File: config.mk
export PLATFORM = sky130hd
export DESIGN_NAME = chunked_image_framer_crc32_top
export DESIGN_NICKNAME = d
export VERILOG_FILES = /design/src/rtl/cif_pkg.sv /design/src/rtl/cif_queue.sv /design/src/rtl/cif_front.sv /design/src/rtl/cif_back.sv /design/src/rtl/chunked_image_framer_crc32_top.sv
export SDC_FILE = /design/constraint.sdc
export NUM_CORES = 1
export LEC_CHECK = 0
export ABC_AREA = 1
export BUFFER_PORTS_ARGS = -buffer_cell sky130_fd_sc_hd__buf_2
export CORE_ASPECT_RATIO = 1.4
export CORE_MARGIN = 2
export CORE_UTILIZATION = 40
export CTS_CLUSTER_DIAMETER = 50
export CTS_CLUSTER_SIZE = 16
export DETAILED_ROUTE_END_ITERATION = 8
export GPL_TIMING_DRIVEN = 0
export PLACE_DENSITY = 0.59
export SYNTH_ARGS = -nofsm -noshare
export SYNTH_HDL_FRONTEND = slang
export SYNTH_SLANG_ARGS = --single-unit
File: constraint.sdc
create_clock -name clock -period 18.2 [get_ports clock]
set_input_delay 1.82 -clock clock [delete_from_list [all_inputs] [get_ports clock]]
set_output_delay 1.82 -clock clock [all_outputs]
set_load 0.01 [all_outputs]
File: src/rtl/cif_pkg.sv
// shared types, constants and the crc-32 byte update for the chunked image framer
`default_nettype none

package cif_pkg;

   // default width of the image length field
   localparam int CIF_LENGTH_BITS = 24;

   // frame marker and version bytes
   localparam logic [7:0] SYNC_HI = 8'hAA;
   localparam logic [7:0] SYNC_LO = 8'h55;
   localparam logic [7:0] VERSION = 8'h01;

   // crc-32 ieee, reflected
   localparam logic [31:0] CRC_POLY = 32'hEDB88320;
   localparam logic [31:0] CRC_INIT = 32'hFFFFFFFF;

   // register reset values and indexes (paddr bit 2)
   localparam logic [15:0] CHUNK_SIZE_RST = 16'd1024;
   localparam logic [7:0]  FRAME_TYPE_RST = 8'd1;
   localparam logic        REG_CHUNK_SIZE = 1'b0;
   localparam logic        REG_FRAME_TYPE = 1'b1;

   // byte positions within one frame run
   localparam logic [4:0] STEP_SYNC0   = 5'd0;
   localparam logic [4:0] STEP_SYNC1   = 5'd1;
   localparam logic [4:0] STEP_VER     = 5'd2;
   localparam logic [4:0] STEP_TYPE    = 5'd3;
   localparam logic [4:0] STEP_SEQ0    = 5'd4;
   localparam logic [4:0] STEP_SEQ1    = 5'd5;
   localparam logic [4:0] STEP_PLEN0   = 5'd6;
   localparam logic [4:0] STEP_PLEN1   = 5'd7;
   localparam logic [4:0] STEP_PLEN2   = 5'd8;
   localparam logic [4:0] STEP_PLEN3   = 5'd9;
   localparam logic [4:0] STEP_ID      = 5'd10;
   localparam logic [4:0] STEP_CSEQ0   = 5'd11;
   localparam logic [4:0] STEP_CSEQ1   = 5'd12;
   localparam logic [4:0] STEP_TOTAL0  = 5'd13;
   localparam logic [4:0] STEP_TOTAL1  = 5'd14;
   localparam logic [4:0] STEP_DATA    = 5'd15;
   localparam logic [4:0] STEP_CRC0    = 5'd16;
   localparam logic [4:0] STEP_CRC1    = 5'd17;
   localparam logic [4:0] STEP_CRC2    = 5'd18;
   localparam logic [4:0] STEP_CRC3    = 5'd19;
   localparam logic [4:0] STEP_TAIL0   = 5'd20;
   localparam logic [4:0] STEP_TAIL1   = 5'd21;

   // configuration seen by the front end
   typedef struct packed {
      logic [15:0] chunk_size;
      logic [7:0]  frame_type;
   } cfg_type;

   // one classified input byte, front to back
   typedef struct packed {
      logic        err;
      logic        hdr;
      logic        tail;
      logic        done;
      logic [7:0]  data;
      logic [7:0]  ftype;
      logic [15:0] seq;
      logic [16:0] plen;
      logic [7:0]  id;
      logic [15:0] total;
   } cmd_type;

   // crc-32 update by one byte, lsb first
   function automatic logic [31:0] crc32_byte(input logic [31:0] crc, input logic [7:0] b);
      logic [31:0] c;
      c = crc ^ {24'h0, b};
      for (int i = 0; i < 8; i++) begin
         c = c[0] ? ((c >> 1) ^ CRC_POLY) : (c >> 1);
      end
      return c;
   endfunction

endpackage

`default_nettype wire

File: src/rtl/cif_queue.sv
// two-entry command queue between the front and back ends
`default_nettype none

module cif_queue (
   input  wire              clock,
   input  wire              reset,
   input  wire              push,
   input  cif_pkg::cmd_type push_data,
   output logic             full,
   input  wire              pop,
   output cif_pkg::cmd_type pop_data,
   output logic             empty
);
   import cif_pkg::*;

   cmd_type    entry_ff [2];
   logic       wr_ptr_ff, wr_ptr_in;
   logic       rd_ptr_ff, rd_ptr_in;
   logic [1:0] count_ff, count_in;

   assign full     = (count_ff == 2'd2);
   assign empty    = (count_ff == 2'd0);
   assign pop_data = entry_ff[rd_ptr_ff];

   // pointer and fill count update
   always_comb begin
      wr_ptr_in = wr_ptr_ff;
      rd_ptr_in = rd_ptr_ff;
      count_in  = count_ff;
      if (push) begin
         wr_ptr_in = ~wr_ptr_ff;
      end
      if (pop) begin
         rd_ptr_in = ~rd_ptr_ff;
      end
      if (push && !pop) begin
         count_in = count_ff + 2'd1;
      end else if (pop && !push) begin
         count_in = count_ff - 2'd1;
      end
   end

   always_ff @(posedge clock) begin
      if (reset) begin
         wr_ptr_ff <= 1'b0;
         rd_ptr_ff <= 1'b0;
         count_ff  <= 2'd0;
      end else begin
         wr_ptr_ff <= wr_ptr_in;
         rd_ptr_ff <= rd_ptr_in;
         count_ff  <= count_in;
      end
   end

   // storage
   always_ff @(posedge clock) begin
      if (push) begin
         entry_ff[wr_ptr_ff] <= push_data;
      end
   end

endmodule

`default_nettype wire

File: src/rtl/cif_front.sv
// front end: accepts image bytes, tracks chunk state and classifies each byte
`default_nettype none

module cif_front #(
   parameter int LENGTH_BITS = cif_pkg::CIF_LENGTH_BITS
) (
   input  wire                   clock,
   input  wire                   reset,
   input  cif_pkg::cfg_type      cfg,
   input  wire                   req_valid,
   output logic                  req_stall,
   input  wire [7:0]             req_data_byte,
   input  wire [7:0]             req_image_id,
   input  wire [LENGTH_BITS-1:0] req_image_length,
   output logic                  push,
   output cif_pkg::cmd_type      push_data,
   input  wire                   q_full
);
   import cif_pkg::*;

   // compare width and divider width
   localparam int WW = (LENGTH_BITS > 16) ? LENGTH_BITS : 16;
   localparam int NB = WW + 1;
   localparam int CW = $clog2(NB + 1);

   logic                   in_image_ff, in_image_in;
   logic [7:0]             id_ff, id_in;
   logic [LENGTH_BITS-1:0] len_ff, len_in;
   logic [LENGTH_BITS-1:0] img_off_ff, img_off_in;
   logic [15:0]            chk_off_ff, chk_off_in;
   logic [15:0]            chk_len_ff, chk_len_in;
   logic [15:0]            seq_ff, seq_in;
   logic                   pend_ff, pend_in;
   logic                   pend_err_ff, pend_err_in;
   logic [7:0]             pend_data_ff, pend_data_in;
   logic                   div_busy_ff, div_busy_in;
   logic [CW-1:0]          div_cnt_ff, div_cnt_in;
   logic [NB-1:0]          div_num_ff, div_num_in;
   logic [15:0]            div_rem_ff, div_rem_in;
   logic [15:0]            div_d_ff, div_d_in;

   logic [15:0]            eff_chunk;
   logic [LENGTH_BITS-1:0] rest;
   logic [15:0]            cl_new, cl_use;
   logic                   hdr, tail, done;
   logic [15:0]            chk_next;
   logic [LENGTH_BITS-1:0] img_next;
   logic                   consume, accept;
   logic [16:0]            rem_sh;
   logic                   rem_ge;

   // chunk length and end-of-chunk / end-of-image decisions
   always_comb begin
      eff_chunk = (cfg.chunk_size == 16'd0) ? 16'd1 : cfg.chunk_size;
      rest      = len_ff - img_off_ff;
      cl_new    = (WW'(rest) < WW'(eff_chunk)) ? 16'(rest) : eff_chunk;
      hdr       = (chk_off_ff == 16'd0);
      cl_use    = hdr ? cl_new : chk_len_ff;
      chk_next  = chk_off_ff + 16'd1;
      img_next  = img_off_ff + LENGTH_BITS'(1);
      tail      = (chk_next >= cl_use);
      done      = (img_next >= len_ff);
   end

   assign consume   = pend_ff && !div_busy_ff && !q_full;
   assign req_stall = pend_ff && !consume;
   assign accept    = req_valid && !req_stall;

   // command for the pending byte
   assign push = consume;
   always_comb begin
      push_data       = '0;
      push_data.err   = pend_err_ff;
      push_data.hdr   = !pend_err_ff && hdr;
      push_data.tail  = !pend_err_ff && tail;
      push_data.done  = done;
      push_data.data  = pend_data_ff;
      push_data.ftype = cfg.frame_type;
      push_data.seq   = seq_ff;
      push_data.plen  = {1'b0, cl_use} + 17'd5;
      push_data.id    = id_ff;
      push_data.total = div_num_ff[15:0];
   end

   // divider step: one quotient bit per cycle
   always_comb begin
      rem_sh = {div_rem_ff, div_num_ff[NB-1]};
      rem_ge = (rem_sh >= {1'b0, div_d_ff});
   end

   // next state: consume first, then a newly accepted byte
   always_comb begin
      in_image_in  = in_image_ff;
      id_in        = id_ff;
      len_in       = len_ff;
      img_off_in   = img_off_ff;
      chk_off_in   = chk_off_ff;
      chk_len_in   = chk_len_ff;
      seq_in       = seq_ff;
      pend_in      = pend_ff;
      pend_err_in  = pend_err_ff;
      pend_data_in = pend_data_ff;
      div_busy_in  = div_busy_ff;
      div_cnt_in   = div_cnt_ff;
      div_num_in   = div_num_ff;
      div_rem_in   = div_rem_ff;
      div_d_in     = div_d_ff;

      // retire the pending byte
      if (consume) begin
         pend_in = 1'b0;
         if (!pend_err_ff) begin
            if (hdr) begin
               chk_len_in = cl_new;
            end
            img_off_in = img_next;
            if (tail) begin
               chk_off_in = 16'd0;
               seq_in     = seq_ff + 16'd1;
               if (done) begin
                  in_image_in = 1'b0;
               end
            end else begin
               chk_off_in = chk_next;
            end
         end
      end

      // chunk total divider
      if (div_busy_ff) begin
         div_rem_in = rem_ge ? 16'(rem_sh - {1'b0, div_d_ff}) : rem_sh[15:0];
         div_num_in = {div_num_ff[NB-2:0], rem_ge};
         div_cnt_in = div_cnt_ff - CW'(1);
         if (div_cnt_ff == CW'(1)) begin
            div_busy_in = 1'b0;
         end
      end

      // take a new byte; the first byte of an image latches its header
      if (accept) begin
         pend_in      = 1'b1;
         pend_data_in = req_data_byte;
         pend_err_in  = 1'b0;
         if (!in_image_in) begin
            id_in  = req_image_id;
            len_in = req_image_length;
            if (req_image_length == '0) begin
               pend_err_in = 1'b1;
            end else begin
               in_image_in = 1'b1;
               img_off_in  = '0;
               chk_off_in  = 16'd0;
               seq_in      = 16'd0;
               div_busy_in = 1'b1;
               div_cnt_in  = CW'(NB);
               div_rem_in  = 16'd0;
               div_d_in    = eff_chunk;
               div_num_in  = NB'(req_image_length) + NB'(eff_chunk) - NB'(1);
            end
         end
      end
   end

   // control registers
   always_ff @(posedge clock) begin
      if (reset) begin
         in_image_ff <= 1'b0;
         pend_ff     <= 1'b0;
         div_busy_ff <= 1'b0;
         chk_off_ff  <= 16'd0;
         seq_ff      <= 16'd0;
      end else begin
         in_image_ff <= in_image_in;
         pend_ff     <= pend_in;
         div_busy_ff <= div_busy_in;
         chk_off_ff  <= chk_off_in;
         seq_ff      <= seq_in;
      end
   end

   // payload registers
   always_ff @(posedge clock) begin
      id_ff        <= id_in;
      len_ff       <= len_in;
      img_off_ff   <= img_off_in;
      chk_len_ff   <= chk_len_in;
      pend_err_ff  <= pend_err_in;
      pend_data_ff <= pend_data_in;
      div_cnt_ff   <= div_cnt_in;
      div_num_ff   <= div_num_in;
      div_rem_ff   <= div_rem_in;
      div_d_ff     <= div_d_in;
   end

endmodule

`default_nettype wire

File: src/rtl/cif_back.sv
// back end: expands each command into frame bytes and keeps the running crc
`default_nettype none

module cif_back (
   input  wire              clock,
   input  wire              reset,
   input  cif_pkg::cmd_type pop_data,
   input  wire              q_empty,
   output logic             pop,
   output logic             rsp_valid,
   input  wire              rsp_stall,
   output logic [7:0]       rsp_frame_byte,
   output logic             rsp_frame_end,
   output logic             rsp_image_done,
   output logic             rsp_length_error,
   output logic             rsp_run_last
);
   import cif_pkg::*;

   cmd_type     cmd_ff, cmd_in;
   logic        busy_ff, busy_in;
   logic [4:0]  step_ff, step_in;
   logic [31:0] crc_ff, crc_in;
   logic        valid_ff, valid_in;
   logic [7:0]  byte_ff, byte_in;
   logic        fend_ff, fend_in;
   logic        done_ff, done_in;
   logic        err_ff, err_in;
   logic        last_ff, last_in;

   logic        out_free, emit, last;
   logic [7:0]  cur_byte;
   logic [31:0] crc_out;

   assign out_free = !valid_ff || !rsp_stall;
   assign emit     = busy_ff && out_free;
   assign pop      = !busy_ff && !q_empty;
   assign crc_out  = crc_ff ^ CRC_INIT;

   // byte for the current position in the frame
   always_comb begin
      case (step_ff)
         STEP_SYNC0:  cur_byte = SYNC_HI;
         STEP_SYNC1:  cur_byte = SYNC_LO;
         STEP_VER:    cur_byte = VERSION;
         STEP_TYPE:   cur_byte = cmd_ff.ftype;
         STEP_SEQ0:   cur_byte = cmd_ff.seq[7:0];
         STEP_SEQ1:   cur_byte = cmd_ff.seq[15:8];
         STEP_PLEN0:  cur_byte = cmd_ff.plen[7:0];
         STEP_PLEN1:  cur_byte = cmd_ff.plen[15:8];
         STEP_PLEN2:  cur_byte = {7'd0, cmd_ff.plen[16]};
         STEP_PLEN3:  cur_byte = 8'd0;
         STEP_ID:     cur_byte = cmd_ff.id;
         STEP_CSEQ0:  cur_byte = cmd_ff.seq[7:0];
         STEP_CSEQ1:  cur_byte = cmd_ff.seq[15:8];
         STEP_TOTAL0: cur_byte = cmd_ff.total[7:0];
         STEP_TOTAL1: cur_byte = cmd_ff.total[15:8];
         STEP_DATA:   cur_byte = cmd_ff.data;
         STEP_CRC0:   cur_byte = crc_out[7:0];
         STEP_CRC1:   cur_byte = crc_out[15:8];
         STEP_CRC2:   cur_byte = crc_out[23:16];
         STEP_CRC3:   cur_byte = crc_out[31:24];
         STEP_TAIL0:  cur_byte = SYNC_LO;
         STEP_TAIL1:  cur_byte = SYNC_HI;
         default:     cur_byte = 8'd0;
      endcase
      if (cmd_ff.err) begin
         cur_byte = 8'd0;
      end
   end

   assign last = cmd_ff.err || (step_ff == STEP_TAIL1) ||
                 ((step_ff == STEP_DATA) && !cmd_ff.tail);

   // sequencer, crc and output register
   always_comb begin
      cmd_in   = cmd_ff;
      busy_in  = busy_ff;
      step_in  = step_ff;
      crc_in   = crc_ff;
      valid_in = valid_ff;
      byte_in  = byte_ff;
      fend_in  = fend_ff;
      done_in  = done_ff;
      err_in   = err_ff;
      last_in  = last_ff;

      if (valid_ff && !rsp_stall) begin
         valid_in = 1'b0;
      end

      // load the next command
      if (pop) begin
         cmd_in  = pop_data;
         busy_in = 1'b1;
         step_in = pop_data.hdr ? STEP_SYNC0 : STEP_DATA;
         if (pop_data.hdr) begin
            crc_in = CRC_INIT;
         end
      end

      // one frame byte per cycle unless rsp_stall holds the output
      if (emit) begin
         valid_in = 1'b1;
         byte_in  = cur_byte;
         err_in   = cmd_ff.err;
         fend_in  = !cmd_ff.err && (step_ff == STEP_TAIL1);
         done_in  = !cmd_ff.err && (step_ff == STEP_TAIL1) && cmd_ff.done;
         last_in  = last;
         step_in  = step_ff + 5'd1;
         if (!cmd_ff.err && (step_ff >= STEP_ID) && (step_ff <= STEP_DATA)) begin
            crc_in = crc32_byte(crc_ff, cur_byte);
         end
         if (!cmd_ff.err && (step_ff == STEP_TAIL1)) begin
            crc_in = CRC_INIT;
         end
         if (last) begin
            busy_in = 1'b0;
         end
      end
   end

   // control registers
   always_ff @(posedge clock) begin
      if (reset) begin
         busy_ff  <= 1'b0;
         valid_ff <= 1'b0;
         crc_ff   <= CRC_INIT;
      end else begin
         busy_ff  <= busy_in;
         valid_ff <= valid_in;
         crc_ff   <= crc_in;
      end
   end

   // payload registers
   always_ff @(posedge clock) begin
      cmd_ff  <= cmd_in;
      step_ff <= step_in;
      byte_ff <= byte_in;
      fend_ff <= fend_in;
      done_ff <= done_in;
      err_ff  <= err_in;
      last_ff <= last_in;
   end

   assign rsp_valid        = valid_ff;
   assign rsp_frame_byte   = byte_ff;
   assign rsp_frame_end    = fend_ff;
   assign rsp_image_done   = done_ff;
   assign rsp_length_error = err_ff;
   assign rsp_run_last     = last_ff;

endmodule

`default_nettype wire

File: src/rtl/chunked_image_framer_crc32_top.sv
// top level of the chunked image framer with crc-32, with its register block
//
// Image bytes enter on the req_ channel (valid/stall), one beat per byte, with the
// image id and length sampled on an image's first beat. Each beat produces 1 to 22
// result beats on the rsp_ channel: a 15-byte header with the first byte of a chunk,
// the data byte, and crc plus tail with the last byte of a chunk; rsp_run_last marks
// the final result beat of each input beat. A zero image length yields one result
// beat with rsp_length_error set and the input byte is dropped.
// Throughput: one result per cycle while rsp_stall is low; the frame sequencer takes
// its next command only after its current one ends. The first beat of an image also
// waits for the chunk-total divider, one quotient bit per cycle. A two-entry command
// queue sits between front and sequencer, so input beats keep flowing while rsp_stall
// holds a result; req_stall rises once the queue fills or while the divider runs.
// Reset (synchronous, active high) empties the pipeline, ends any open image and
// restores chunk_size to 1024 and frame_type to 1. Registers: chunk_size at byte
// address 0, frame_type at 4; write them only while the block is idle.
`default_nettype none

module chunked_image_framer_crc32_top #(
   parameter int LENGTH_BITS = cif_pkg::CIF_LENGTH_BITS
) (
   input  wire                   clock,
   input  wire                   reset,
   input  wire                   req_valid,
   output logic                  req_stall,
   input  wire [7:0]             req_data_byte,
   input  wire [7:0]             req_image_id,
   input  wire [LENGTH_BITS-1:0] req_image_length,
   output logic                  rsp_valid,
   input  wire                   rsp_stall,
   output logic [7:0]            rsp_frame_byte,
   output logic                  rsp_frame_end,
   output logic                  rsp_image_done,
   output logic                  rsp_length_error,
   output logic                  rsp_run_last,
   input  wire                   csr_psel,
   input  wire                   csr_penable,
   input  wire                   csr_pwrite,
   input  wire [2:0]             csr_paddr,
   input  wire [31:0]            csr_pwdata,
   output logic [31:0]           csr_prdata,
   output logic                  csr_pready
);
   import cif_pkg::*;

   logic [15:0] chunk_size_ff, chunk_size_in;
   logic [7:0]  frame_type_ff, frame_type_in;
   logic        csr_wr;
   cfg_type     cfg;
   logic        push, pop, q_full, q_empty;
   cmd_type     push_data, pop_data;

   // register block
   assign csr_pready = 1'b1;
   assign csr_wr     = csr_psel && csr_penable && csr_pwrite;

   always_comb begin
      chunk_size_in = chunk_size_ff;
      frame_type_in = frame_type_ff;
      if (csr_wr) begin
         case (csr_paddr[2])
            REG_CHUNK_SIZE: chunk_size_in = csr_pwdata[15:0];
            REG_FRAME_TYPE: frame_type_in = csr_pwdata[7:0];
            default:        chunk_size_in = chunk_size_ff;
         endcase
      end
   end

   always_comb begin
      case (csr_paddr[2])
         REG_CHUNK_SIZE: csr_prdata = {16'd0, chunk_size_ff};
         REG_FRAME_TYPE: csr_prdata = {24'd0, frame_type_ff};
         default:        csr_prdata = 32'd0;
      endcase
   end

   always_ff @(posedge clock) begin
      if (reset) begin
         chunk_size_ff <= CHUNK_SIZE_RST;
         frame_type_ff <= FRAME_TYPE_RST;
      end else begin
         chunk_size_ff <= chunk_size_in;
         frame_type_ff <= frame_type_in;
      end
   end

   assign cfg = {chunk_size_ff, frame_type_ff};

   // byte classification and chunk bookkeeping
   cif_front #(
      .LENGTH_BITS(LENGTH_BITS)
   ) u_front (
      .clock            (clock),
      .reset            (reset),
      .cfg              (cfg),
      .req_valid        (req_valid),
      .req_stall        (req_stall),
      .req_data_byte    (req_data_byte),
      .req_image_id     (req_image_id),
      .req_image_length (req_image_length),
      .push             (push),
      .push_data        (push_data),
      .q_full           (q_full)
   );

   // decoupling queue
   cif_queue u_queue (
      .clock     (clock),
      .reset     (reset),
      .push      (push),
      .push_data (push_data),
      .full      (q_full),
      .pop       (pop),
      .pop_data  (pop_data),
      .empty     (q_empty)
   );

   // frame byte sequencer
   cif_back u_back (
      .clock            (clock),
      .reset            (reset),
      .pop_data         (pop_data),
      .q_empty          (q_empty),
      .pop              (pop),
      .rsp_valid        (rsp_valid),
      .rsp_stall        (rsp_stall),
      .rsp_frame_byte   (rsp_frame_byte),
      .rsp_frame_end    (rsp_frame_end),
      .rsp_image_done   (rsp_image_done),
      .rsp_length_error (rsp_length_error),
      .rsp_run_last     (rsp_run_last)
   );

endmodule

`default_nettype wire

==> flow_metrics.py <==
metrics = {
    "sta": {
        "worstMarginPinSlew_ns": 1.21,
        "setup_viol": 0,
        "tns_ns": 0,
        "slew_violations": 0,
        "fin_crit_ns": 7.11,
        "finClkSkew_ns": 0.0597,
        "period_share_pct": 39.1,
        "hold_violations": 0,
        "max_freq_ghz": 0.141,
        "slew_headroom_pct": 19.2,
        "rsz0062_at_grt": "false",
    },
    "clock_network": {
        "htree_levels": 2,
        "cts_tree": "yes",
        "cts.clk_slew.worst_paths_ns": 0.07,
        "clock-sinks": 488,
        "clockRootBuffer": "clkbuf_16",
        "postCtsHoldBufs": 0,
        "cts_buffers": 50,
        "worstSkewPairLatency_ns": 0.61,
        "clockBufferDepth": 3,
        "cts_resized": 0,
        "cts_setup_buffers": 0,
    },
    "floorplan": {
        "dieArea_um2": 69500,
        "coreArea_um2": 66700,
        "rows": 112,
        "boundaryPins": 129,
        "start_util_pct": 40.4,
        "die_x_um": 223,
        "die_h_um": 311,
    },
    "setup_path": {
        "cp-start-kind": "flop",
        "worstPathArrival_ns": 7.37,
        "path_class": "flop to flop",
        "cp_max_fo": 12,
        "timing.rr.end": "u_front.len_ff[6]",
        "critPathCaptureType": "flop",
        "r2r_cells": 29,
        "required_ns": 18.47,
        "r2r_setup_slack_ns": 11.09,
        "critPathMaxStageDelay_ns": 0.56,
        "crit_path_top_delay_cell": "a31oi_1",
        "timing.rr.start": "u_front.len_ff[10]",
    },
    "drt": {
        "drt_iter0_markers": 1297,
        "drtPass1Iterations": 5,
        "wire_per_inst_um": 19.3,
        "ant_nets": 0,
        "viasPerCell": 5.03,
        "wl_um": 78700,
        "vias": 20500,
        "drc": 0,
    },
    "min_path": {
        "hold_path_end": "u_queue.entry_ff[1][67]",
        "hp-class": "flop to flop",
        "hp-start": "u_front.pend_data_ff[2]",
        "hold_depth": 0,
    },
    "synth": {
        "yosys.area.top_type": "edfxtp_1",
        "netlist_area_um2": 26900,
        "netlist_top_cells_count": "nand2_1, inv_1, edfxtp_1",
        "syn_inst": 3013,
        "synth_flop_cell": "edfxtp_1",
        "yosys.area.top_type_share_pct": 35.7,
        "yosysSeqAreaShare_pct": 48.2,
        "synth-edff-count": 320,
        "ys_types": 69,
        "synth_area_leaders": "edfxtp_1, dfxtp_1, nand2_1",
        "yosysWarnings": 0,
        "synthArstFlopShare_pct": 0,
        "synth_area_per_cell_um2": 8.94,
        "synth_most_common_cell": "nand2_1",
        "ys_seq_elements": 488,
    },
    "grt": {
        "grt.total_usage_pct": 22.5,
        "grt_max_degree": 46,
        "grt_pass1_vias": 20200,
        "grt_pass1_wl_um": 118000,
        "grt_remaining_overflow": 0,
        "antenna_found_initial": 0,
    },
    "place": {
        "dp_hpwl_um": 62500,
        "globalplace.congestion": 1.03,
        "portBuffers": 92,
    },
    "power": {
        "total_leakage_power_uw": 0.0130,
        "power_density_nw_per_um2": 152,
        "vdd_drop_max_v": 0.0000828,
    },
    "flow_run": {
        "max-cap-violations": 0,
    },
    "final_layout": {
        "final_util_pct": 45.5,
        "fillCellCount": 6554,
        "syn_to_final_growth_pct": 12.8,
        "drive_above_1_share_pct": 12.8,
        "nets": 3414,
        "n_antenna_cell": 0,
    },
    "outcome": {
        "status": "finished, final reports clean",
    },
}
==> worst max path at each step <==
stage	slack [ns]	endpoint	start	depth (start not counted)
4_1_cts	11.09	u_front.len_ff[9]	u_front.len_ff[10]	29
6_report	11.09	u_front.len_ff[6]	u_front.len_ff[10]	29
3_5_place_dp	11.17	u_front.id_ff[5]	u_front.len_ff[10]	29
5_1_grt	10.66	u_front.len_ff[8]	u_front.len_ff[10]	31
2_1_floorplan	11.31	u_front.id_ff[0]	u_front.img_off_ff[6]	30
3_3_place_gp	7.22	u_front.id_ff[5]	u_front.len_ff[10]	26
==> registers in the layout, indices dropped and copies added, names as in the netlist, 24 cells and up, named ones only <==
| register | count |
|---|---|
| u_queue.entry_ff | 154 |
| u_back.cmd_ff | 76 |
| u_back.crc_ff | 32 |
| u_front.div_num_ff | 25 |
| u_front.img_off_ff | 24 |
| u_front.len_ff | 24 |
==> logic make-up (layout without fill, tap and decap cells) <==
group,count (synthesis),after routing,share of synthesized area (%)
AND/OR/NAND/NOR,1151,1151,18.5
AO/OA/AOI/OAI,442,442,9.46
adder cells (fa/ha/maj),151,151,7.10
flip-flops,488,488,48.2
XOR/XNOR,144,144,5.11
multiplexers,77,77,3.21
buffers and inverters,558,750,8.43
other,2,17,0.0279
==> final cells by class <==
cell class                      instances  area, um^2  share of cell area (%)
Buffer                                113         598                    1.97
Inverter                              445        1680                    5.52
Clock buffer                           65        1380                    4.54
Tap cell                              855        1070                    3.52
Sequential cell                       488       13000                    42.7
Clock inverter                         26         310                    1.02
Timing Repair Buffer                  101         602                    1.98
Multi-Input combinational cell       1982       11800                    38.7
==> cell usage in the layout, fill, tap and decap left out, drive strengths merged, types with 134 or more instances in the layout <==
master / n
buf: 145
ha: 148
edfxtp: 320
nor2: 238
inv: 450
nand2: 647
clkbuf: 134
a21oi: 150
dfxtp: 168
nand3: 153
o21ai: 202
==> per-layer routing <==
layer	wire (um)	share of wire [%]	track usage, %
met5	0	0	0
met4	5740	7.3	14.6
met3	3150	4.0	2.64
met2	39900	51	40.9
met1	29900	38	24.7
==> where the power goes <==
group | total, uW | internal, uW | switching (uW)
registers | 1620 | 1480 | 143
logic | 1950 | 669 | 1280
clock network | 1060 | 592 | 468
==> worst max-delay path, delay by kind of cell (launching register included) <==
family | cells | cell delay (ns)
simple gates | 14 | 2.48
compound gates | 6 | 1.49
fa+ha+maj | 3 | 1.05
buf+inv | 5 | 0.89
flops | 1 | 0.52
xor+xnor | 1 | 0.30
==> through the flow <==
step                      hold WS [ns]  total power (uW)  area (um^2)  instances  worst slack, ns
after floorplan                  0.421              2990        27000       3028            11.31
after global placement           0.428              3570        28500       3975             7.22
after detailed placement         0.432              3580        28700       3984            11.17
after CTS                        0.451              4650        30400       4075            11.09
after global routing             0.453              4910        30400       4075            10.66
final                            0.449              4630        30400       4075            11.09
No activity file was read; power rests on OpenSTA's default activity.
